File: src/hw/rtl/nfca_ram.sv
module nfca_ram #(
  parameter int WIDTH = 8,
  parameter int DEPTH = 16
) (
  input  logic                     clk,
  input  logic                     we,
  input  logic [$clog2(DEPTH)-1:0] waddr,
  input  logic [WIDTH-1:0]         wdata,
  input  logic [$clog2(DEPTH)-1:0] raddr,
  output logic [WIDTH-1:0]         rdata
);

  logic [WIDTH-1:0] mem [DEPTH];

  always_ff @(posedge clk) begin
    if (we) begin
      mem[waddr] <= wdata;
    end
    rdata <= mem[raddr];
  end

endmodule

File: config.mk
export PLATFORM = sky130hd
export DESIGN_NAME = nfca_ram
export DESIGN_NICKNAME = d
export VERILOG_FILES = /design/src/hw/rtl/nfca_ram.sv
export SDC_FILE = /design/constraint.sdc
export NUM_CORES = 1
export LEC_CHECK = 0
export CAP_MARGIN = 20
export CORE_ASPECT_RATIO = 0.9
export CORE_MARGIN = 2
export CORE_UTILIZATION = 56
export DETAILED_ROUTE_END_ITERATION = 8
export DONT_BUFFER_PORTS = 1
export PLACE_DENSITY = 0.74
export SETUP_SLACK_MARGIN = 0.2
export SLEW_MARGIN = 0
export SYNTH_ARGS = -nofsm -noshare
export SYNTH_HDL_FRONTEND = slang
export SYNTH_SLANG_ARGS = --single-unit
File: constraint.sdc
create_clock -name clk -period 1.9 [get_ports clk]
set_clock_uncertainty 0.1 [all_clocks]
set_input_delay 0.38 -clock clk [delete_from_list [all_inputs] [get_ports clk]]
set_output_delay 0.38 -clock clk [all_outputs]
set_load 0.1 [all_outputs]
After elaboration in Yosys (flattened, before gate mapping)
Memory sizes are Yosys's and may differ from the RTL's. A register that Yosys moved wholly into a read port is not among the register bits.
Index checks and enable logic that the tools add are counted.

word-level totals
  RAM bits = 128
  memories = 1
  logic and storage cells = 3
  flip-flop bits (word level) = 0

operators by class
  multiplexer cells = 2

memory list
  name  words  width  rd ports  clocked after memory_dff  wr ports  line  RTL
  mem   16     8      1         1                         1         13    logic [WIDTH-1:0] mem [DEPTH];

operators by type and width
  cell               number
  two-way mux 1 bit  2

Logic depth before layout (Yosys ltp)
  depth after elaboration = 2
  mapped depth = 5
  mapped depth without buffers = 3

Worst setup path after synthesis
No wires, ideal clock.

  path kind = input-to-reg
  start = input port waddr[2]
  end = memory mem[0][0], enable pin
  path buffers = 0
  arrival = 1.490 ns
  required time = 1.417 ns
  cell stages on the path = 2
  setup time = 0.383 ns
  slack = -0.073 ns
  cell sequence = or3b_2 nor3_1

RTL lines
  element          line  RTL
  start, declared  7     input logic [$clog2(DEPTH)-1:0] waddr,
  end, declared    13

No word-level cell before the write port.

Worst setup path after layout
  start = register rdata[2], read port of mem
  end = output port rdata[2]

RTL lines
  element          line  RTL
  start, declared  10    output logic [WIDTH-1:0] rdata

No word-level cell between the ends.

==> results.ini <==
[floorplan]
die_h_um=95.0
die-area_um2=9980
die_x_um=105
core_region_area_um2=9040
row_count=33
initial_utilization_pct=56.9
io-pin-count=26

[synth]
yosys-top-cells-area=edfxtp_1 (75%), mux4_2 (7.9%), mux4_1 (7.1%)
synth.most_common_cell=edfxtp_1
async_flop_share_pct=0
synth_area_leader_cell=edfxtp_1
ys_seq_area_share_pct=77.8
synth.cell_area_um2=5150
synthTopCellsByCount=edfxtp_1 (128), mux4_2 (18), a22oi_1 (16)
ys_ff_latch=136
synth_edf_count=128
syn_inst=229
yosysWarnings=0
synth_top_area_share_pct=74.7
postSynthAreaPerCell_um2=22.5
synth_fp_nets=247
synthFlopType=edfxtp_1
synth.distinct_cells=19

[power_and_ir_drop]
power.switching_uw=1430
ir_drop_mv=0.627
powerDensity_nw_per_um2=1160
cell_internal_pwr_uw=5640
sequentialPowerShare_pct=47.8
p_leak_uw=0.00205
total_power_uw=7070
swShare_pct=20.3
p_clk_share_pct=46.4
pwr-share-comb_pct=5.8

[worst_setup_path]
critical_path_buf_inv_count=1
worstPathMaxFanout=1
cpPeakStageDelay_ps=360
cp-start-kind=register
crit_family=flip-flops
endpoint_kind=output port
slowest_stage=dfxtp_1
r2r-start=mem[10][3]
cp_cell_sequence=buf_4
path_class=reg2out
worstSetupStartpoint=rdata[2]
critPathRequiredTime_ps=1420
worstPathArrival_ps=1170

[route]
wl_per_cell_um=24.0
drt_iter0_markers=207
dr_total_vias=2414
drtAntennaViolNets=0
drt-total-wl_um=9770
drc=0
drt_first_pass_iters=4
vias_per_cell=5.93

[cts]
cts_buffers=17
clock-sinks=136
postCtsSetupBuffers=0
clkLatencyLatePin_ps=510
path_clk_slew_ps=50
clk_path_buf_depth=2
cts_max_level=4
root_buffer=clkbuf_8
cts_tree=built

[cells_and_area]
drive_gt1_share_pct=25.4
final_core_util_pct=67.4
syn_to_final_growth_pct=18.4
nets=289

[sta]
finalCritPeriodShare_pct=86.9
tightest_slew_ps=641
finalHoldViolCount=0
timing.final.crit_period_ps=1650
slew_headroom_pct=57.1
holdWs_ps=78.1
setup_viol=0
fmax_ghz=0.606
rsz0062_at_grt=no
setup_ws_ps=249
fin_tns_setup_ps=0
maxSlewViolCount=0

[grt]
grt_pass1_wl_um=14600
grt-ovfl-total=0
grt_pass1_vias=2433
grt_max_degree=33
antenna_found_initial=2
grt_use_total_pct=21.5

[placed_design]
gp_congestion=0.828
portBuffers=0
dp_hpwl_um=5870
place_ws_ps=261

[run_status]
outcome=completed

[worst_hold_path]
min_path_type=in2reg
hold_start=raddr[1]

[flow_run]
maxCapViolCount=0

through the flow:
stage               cells  instance area [um2]
finish                407                 6090
global route          406                 6090
CTS                   406                 6090
detailed placement    366                 5410
global placement      366                 5410
floorplan             229                 5150
area by class of cell:
class,count,area (um2)
Clock inverter,6,114
Sequential cell,136,4000
Fill cell,557,2950
Timing Repair Buffer,33,272
Clock buffer,26,488
Multi-Input combinational cell,83,1060
Antenna cell,1,2.50
Tap cell,122,153
placed cells by master (no fill, tap or decap), types with 2 or more instances in the layout:
cell,count
a22oi_1,16
buf_4,24
bufinv_16,3
clkbuf_1,5
clkbuf_16,16
clkbuf_8,5
clkinvlp_4,2
dfxtp_1,8
dlygate4sd3_1,8
edfxtp_1,128
mux4_1,14
mux4_2,18
nand2_1,9
nand2b_1,2
nand3b_1,2
nor2_1,13
nor3_1,3
routing by layer:
metal / vias to the layer above / routed length, um / track usage (%)
li1: 1064 / - / -
met1: 1225 / 4050 / 32.1
met2: 116 / 4680 / 30.9
met3: 7 / 975 / 6.49
met4: 2 / 46 / 7.00
met5: - / 13 / 0
power groups by stage:
stage | Clock, uW | Sequential (uW) | Combinational (uW)
2_1_floorplan | 0 | 3580 | 171
3_3_place_gp | 0 | 3440 | 357
3_5_place_dp | 0 | 3440 | 361
4_1_cts | 3320 | 3380 | 415
5_1_grt | 3460 | 3380 | 433
6_report | 3280 | 3380 | 414
worst paths after layout:
kind | end | slack [ps] | cells after the start
max | rdata[2] | 250 | 1
min | rdata[2] | 80 | 3
max reg2reg | rdata[3] | 380 | 3
min reg2reg | rdata[2] | 580 | 3
registers in the layout, indices dropped and copies added (netlist names):
| signal | cells |
|---|---|
| rdata | 8 |
| mem | 128 |
kinds of logic after synthesis:
| logic type | after synthesis | synth area share, % |
|---|---|---|
| muxes | 32 | 15.0 |
| AOI/OAI and AO/OA | 16 | 2.33 |
| buffers and inverters | 10 | 1.68 |
| DFF | 136 | 77.8 |
| and+or+nand+nor | 35 | 3.18 |
what timing repair did:
item | CTS | global route
hold buffers | 8 | 0
endpoints found under the hold margin | 128 | 0
setup endpoints to repair | 0 | 1
resized for setup | 0 | 1
Power figures use the tool's default switching activity.
