`config.mk`:
```
export PLATFORM = sky130hd
export DESIGN_NAME = nfca_cell
export DESIGN_NICKNAME = d
export VERILOG_FILES = /design/src/hw/rtl/nfca_pkg.sv /design/src/hw/rtl/nfca_cell.sv
export SDC_FILE = /design/constraint.sdc
export NUM_CORES = 1
export LEC_CHECK = 0
export ABC_AREA = 1
export BUFFER_PORTS_ARGS = -buffer_cell sky130_fd_sc_hd__buf_2
export CORE_UTILIZATION = 41
export CTS_CLUSTER_DIAMETER = 120
export DETAILED_ROUTE_END_ITERATION = 10
export PLACE_DENSITY = 0.86
export SYNTH_ARGS = -nofsm -noshare
export SYNTH_HDL_FRONTEND = slang
export SYNTH_SLANG_ARGS = --single-unit
```
`constraint.sdc`:
```
create_clock -name clk -period 4.81 [get_ports clk]
set_input_delay 0.962 -clock clk [delete_from_list [all_inputs] [get_ports clk]]
set_output_delay 0.962 -clock clk [all_outputs]
set_load 0.005 [all_outputs]
```
`src/hw/rtl/nfca_pkg.sv`:
```
package nfca_pkg;

  localparam logic [1:0] ST_OK   = 2'd0;
  localparam logic [1:0] ST_OOM  = 2'd1;
  localparam logic [1:0] ST_BAD  = 2'd2;
  localparam logic [1:0] ST_FULL = 2'd3;

  localparam logic REQ_ALLOC = 1'b0;
  localparam logic REQ_FREE  = 1'b1;

  // Row-wide commands broadcast to every cell.
  localparam logic [2:0] CMD_NONE    = 3'd0;
  localparam logic [2:0] CMD_INIT    = 3'd1;
  localparam logic [2:0] CMD_WRITE   = 3'd2;
  localparam logic [2:0] CMD_REMOVE  = 3'd3;
  localparam logic [2:0] CMD_INSERT  = 3'd4;
  localparam logic [2:0] CMD_SCAN    = 3'd5;

  localparam int ADDR_W = 17;

endpackage

```
`src/hw/rtl/nfca_cell.sv`:
```
module nfca_cell #(
  parameter int UW = 14,
  parameter int LW = 14
) (
  input  logic          clk,
  input  logic [2:0]    cmd,
  input  logic          sel,
  input  logic          shift_en,
  input  logic [UW-1:0] wr_start,
  input  logic [LW-1:0] wr_len,
  input  logic [UW-1:0] init_start,
  input  logic [LW-1:0] init_len,
  input  logic [UW-1:0] lo_start,
  input  logic [LW-1:0] lo_len,
  input  logic [UW-1:0] hi_start,
  input  logic [LW-1:0] hi_len,
  output logic [UW-1:0] start_r,
  output logic [LW-1:0] len_r
);

  logic [UW-1:0] start_nxt;
  logic [LW-1:0] len_nxt;

  always_comb begin
    start_nxt = start_r;
    len_nxt   = len_r;
    case (cmd)
      nfca_pkg::CMD_INIT: begin
        start_nxt = init_start;
        len_nxt   = init_len;
      end
      nfca_pkg::CMD_WRITE: begin
        if (sel) begin
          start_nxt = wr_start;
          len_nxt   = wr_len;
        end
      end
      nfca_pkg::CMD_REMOVE: begin
        if (shift_en) begin
          start_nxt = hi_start;
          len_nxt   = hi_len;
        end
      end
      nfca_pkg::CMD_INSERT: begin
        if (sel) begin
          start_nxt = wr_start;
          len_nxt   = wr_len;
        end else if (shift_en) begin
          start_nxt = lo_start;
          len_nxt   = lo_len;
        end
      end
      nfca_pkg::CMD_SCAN: begin
        start_nxt = hi_start;
        len_nxt   = hi_len;
      end
      default: begin
      end
    endcase
  end

  always_ff @(posedge clk) begin
    start_r <= start_nxt;
    len_r   <= len_nxt;
  end

endmodule
```
-- Yosys cells after proc, flatten, opt, wreduce, memory -nomap -nowiden
Cells that the tools add are included.
Widths: inputs -> output; s select.
- register bits after elaboration: 28
- bits in latches: 0
- memory bits (writable): 0
- memory bits (read-only): 0
- logic and storage cells: 22
- memories: 0
- add/subtract/negate cells: 0
- multipliers: 0
- divide/modulo/power cells: 0
- order comparisons: 0
- equality and inequality tests: 8
- shift-type cells: 0
- multiplexer cells: 10
- bitwise operators: 0
- reductions and logical operators: 2
- operators with widths (cell ; count):
    $pmux 14 s5 ; 2
    $mux 14 ; 8
    $eq 3x2->1 const B ; 2
    $eq 3x3->1 const B ; 2
    $reduce_bool 5->1 ; 1
    $ne 2x2->1 const B ; 2
    $reduce_and 4->1 ; 1
    $eq 3x1->1 const B ; 1
    $ne 3x3->1 const B ; 1

-- Longest topological paths before layout
- word-level depth: 3
- mapped depth: 8

-- Worst setup path after synthesis
No wires, ideal clock.
- kind: input port to flip-flop
- start point: in cmd[2]
- end point: reg len_r[0] (enable)
- setup time: 413 ps
- arrival: 2605 ps
- slack: 1792 ps
- stages: 8
- buffers on the path: 1
- path through: inv_2 > nand2_1 > buf_4 > nand2_1 > nand2_1 > nand2_1 > inv_1 > nor2_1
- longest elaborated chain between the ends: 3
- elaborated cells between the ends (all ways): 10
- those cells by class: eq/ne: 8; reduce/logical: 2
- RTL lines (element ; line ; text):
    start, declared ; nfca_cell.sv:6 ; input logic [2:0] cmd,
    $eq 3x3->1, or another cell as far along ; nfca_cell.sv:27 ; case (cmd)
    $ne 3x3->1 (no source line), or another cell as far along ; n/a ;
    $reduce_and 4->1 (no source line) (*) ; n/a ;
    end signal, assigned ; nfca_cell.sv:64 ; len_r <= len_nxt;
    end, declared ; nfca_cell.sv:18 ; output logic [LW-1:0] len_r
Every way passes the cells marked *; elsewhere a longest branch is shown, timed or not.
A chain may end at the register's enable or synchronous reset.

-- Worst setup path after layout
- start point: in cmd[1]
- end point: reg len_r[6] (enable)
The elaborated chain is that of the path after synthesis.

==> metrics list <==
- GR Util All Layers: between 20% and 30%
* Non-filler instance count after layout: about 500
* Post-CTS Hold Buffers: 0
- Total via count in the routed design: roughly 2700
- STA puts the critical path data arrival time at about 3.4 ns.
* Total Wirelength: about 7100 um
* Tightest Hold Check Type: in2reg
- Measured along the x axis, the die boundary spans 74.11 um.
* # DRC: 0
- STA classifies the critical path startpoint as an input port.
* Die height: 74.11 um
* Count of inserted antenna diode cells: 0
- Shortest period the worst path allows: 3.463 ns
- Number of placement rows: 25
* Final hold violation count: 0
- Lkg Pwr: 0.001428 uW
- Global routing used 3.794% of the available met3 tracks.
- Post-DR wirelength/cell: 14.50 um
* Total instance count after detailed placement: between 400 and 500
* Post-Synthesis Cell Area: 0.002132 mm^2
* Final instance area: around 0.0029 mm^2
* Sum of negative setup slack: 0 ns
- Number of warning messages in the yosys log: 0
* TritonCTS clock tree: yes
- Proportion of synthesized chip area in sequential cells: 39.44%
* Max_cap viols: 0
- Hold is met by 1.001 ns.
- The via count of the first global-routing pass came to 2352.
* Max IR drop VDD: 0.1198 mV
* Maximum buffer depth of the clock tree: 2
- In this run, distinct cell masters in the synthesized netlist total 13.
* Pwr Density: roughly 230 mW/mm^2
* H-tree lvl count: 1
- Share of the clock period used by the worst path: 72.00%
* Post-CTS repair timing setup buffer count: 0
- The first routing iteration left 241 violations.
* Clock-pin slew on the worst setup and hold paths: roughly 0.09 ns
- Worst Path Class, Setup: in2reg
* Max Freq: 288.8 MHz
- In this run, post-CTS repair resized a total of 0 instances.
- Via-to-Cell Ratio: 5.565
- Unrepaired setup endpoints after global routing: false
- Area of the die: 0.005492 mm^2
- Crit path launch: cmd[1]
- Summing all placed instances gives a cell area of 0.002820 mm^2.
* Overflow left after global routing: 0
* Core area: between 0.004 and 0.005 mm^2
* Critical Path Sink: len_r[6]
* Number of antenna-violating nets in the routed design: 0
- In this run the tightest slew margin relative to its limit is 21.96%.
* Met1 Usage GRT: 31.88%
- Antenna violations before repair: 0
- Entering global routing, the biggest net connects 33 pins.
* Placed wire-length estimate after detailed placement: 5015 um
- Gr busiest metal: met2
- Setup violations remaining at the end of the flow were counted as 0.
- Clock tree synthesis selected as its root buffer the cell clkbuf_8.
* Met2 capacity usage during global routing: 44.04%
* Setup Slack @ Placement: roughly 1.1 ns
* Slew at the pin with the worst max-slew slack: 1.169 ns
* Starting density of the core: 43.97%
* Input/output buffers: 145
- Number of primary I/O pins: 146
* Clock tree sinks: 28
- Crit Path Max Fanout: 32
- Ratio of cells with drive above 1 in the final layout: 37.41%
- Number of slew-limit violations in the final report: 0
* Weighted congestion at the end of routability-driven global placement: 0.8906
- Result of the run: completed
- Worst-case setup margin in the final layout: approximately 1.3 ns
- Buffers inserted during clock tree synthesis total 3.
- Relative to the synthesized area, the layout overhead comes to 34.39%.
- Total number of nets in the final design: 544
- DRT Pass-1 Iters: 5
- The worst setup path is captured at a register.
- Synthesized netlist net count: 419
- Synthesis handed over a netlist of between 300 and 400 instances.
* Critical Path RT: 4.77 ns
* Synthesized area per cell: 7.083 um^2
- The first global-routing pass estimated 10780 um of wire.
- The synthesized design contains 28 register bits.
==> registers in the layout, indices dropped and copies added, names as in the netlist <==
signal / cells
start_r: 14
len_r: 14
==> logic make-up (layout without fill, tap and decap cells) <==
group / Yosys count / after routing / synth area share [%]
flip-flops: 28 / 28 / 39.44
buffers and inverters: 33 / 157 / 7.864
AND/OR/NAND/NOR: 240 / 240 / 52.70
==> placed cells by master, fill, tap and decap left out <==
master	count
or2_2	1
nand3_1	56
buf_2	145
nand2_2	3
buf_4	3
nor2_2	2
inv_2	2
clkbuf_8	3
nor2_1	1
nand2_1	120
nand4_1	57
clkinv_1	1
edfxtp_1	28
inv_1	3
==> per-stage QoR <==
step	util [%]	power (uW)
3_5_place_dp	58.17	543.4
4_1_cts	59.10	668.9
6_report	59.10	667.5
2_1_floorplan	-	434.7
5_1_grt	59.10	704.3
3_3_place_gp	58.17	539.8
==> critical path, stage by stage <==
cell     delay, ns
buf_2         0.47
inv_2         0.09
nand2_2       0.47
nor2_2        0.38
nand2_1       0.14
nand2_1       0.07
nor2_2        0.45
buf_4         0.36
==> worst min path at each step <==
stage / start / endpoint / slack (ns) / cells past startpoint
floorplan: hi_len[0] / len_r[0] / 1.18 / 2
global placement: hi_start[13] / start_r[13] / 1.28 / 3
detailed placement: hi_start[13] / start_r[13] / 1.28 / 3
CTS: hi_start[13] / start_r[13] / 0.99 / 3
global route: hi_start[3] / start_r[3] / 1.00 / 3
finish: hi_start[8] / start_r[8] / 1.00 / 3
==> cell usage after synthesis <==
| cell type | n | area, um^2 |
|---|---|---|
| buf_2 | 17 | 85.08 |
| buf_4 | 4 | 30.03 |
| buf_6 | 1 | 11.26 |
| clkbuf_1 | 6 | 22.52 |
| edfxtp_1 | 28 | 840.8 |
| inv_1 | 3 | 11.26 |
| inv_2 | 2 | 7.510 |
| nand2_1 | 120 | 450.4 |
| nand2_2 | 3 | 18.77 |
| nand3_1 | 56 | 280.3 |
| nand4_1 | 57 | 356.6 |
| nor2_1 | 3 | 11.26 |
| or2_2 | 1 | 6.260 |
==> power by group <==
part / leakage [uW] / switching [uW] / internal, uW / total (uW)
clock: 0.0000231 / 70.3 / 57.2 / 127
sequential: 0.000271 / 11.3 / 317 / 329
combinational: 0.00113 / 119 / 92.2 / 211
==> metal layers <==
layer | wire length (um) | part of all wire, % | vias to the layer above
met4 | 102 | 1.4 | 0
met5 | 0 | 0 | -
li1 | - | - | 1321
met1 | 2743 | 38 | 1193
met2 | 3411 | 48 | 214
met3 | 878 | 12 | 10
==> layout make-up <==
| cell class | count | area (um^2) |
|---|---|---|
| Multi-Input combinational cell | 240 | 1129 |
| Sequential cell | 28 | 840.8 |
| Tap cell | 67 | 83.83 |
| Clock inverter | 1 | 3.754 |
| Fill cell | 473 | 1983 |
| Clock buffer | 3 | 41.29 |
| Inverter | 5 | 18.77 |
| Timing Repair Buffer | 148 | 748.2 |
No activity file was read; power rests on OpenSTA's default activity.
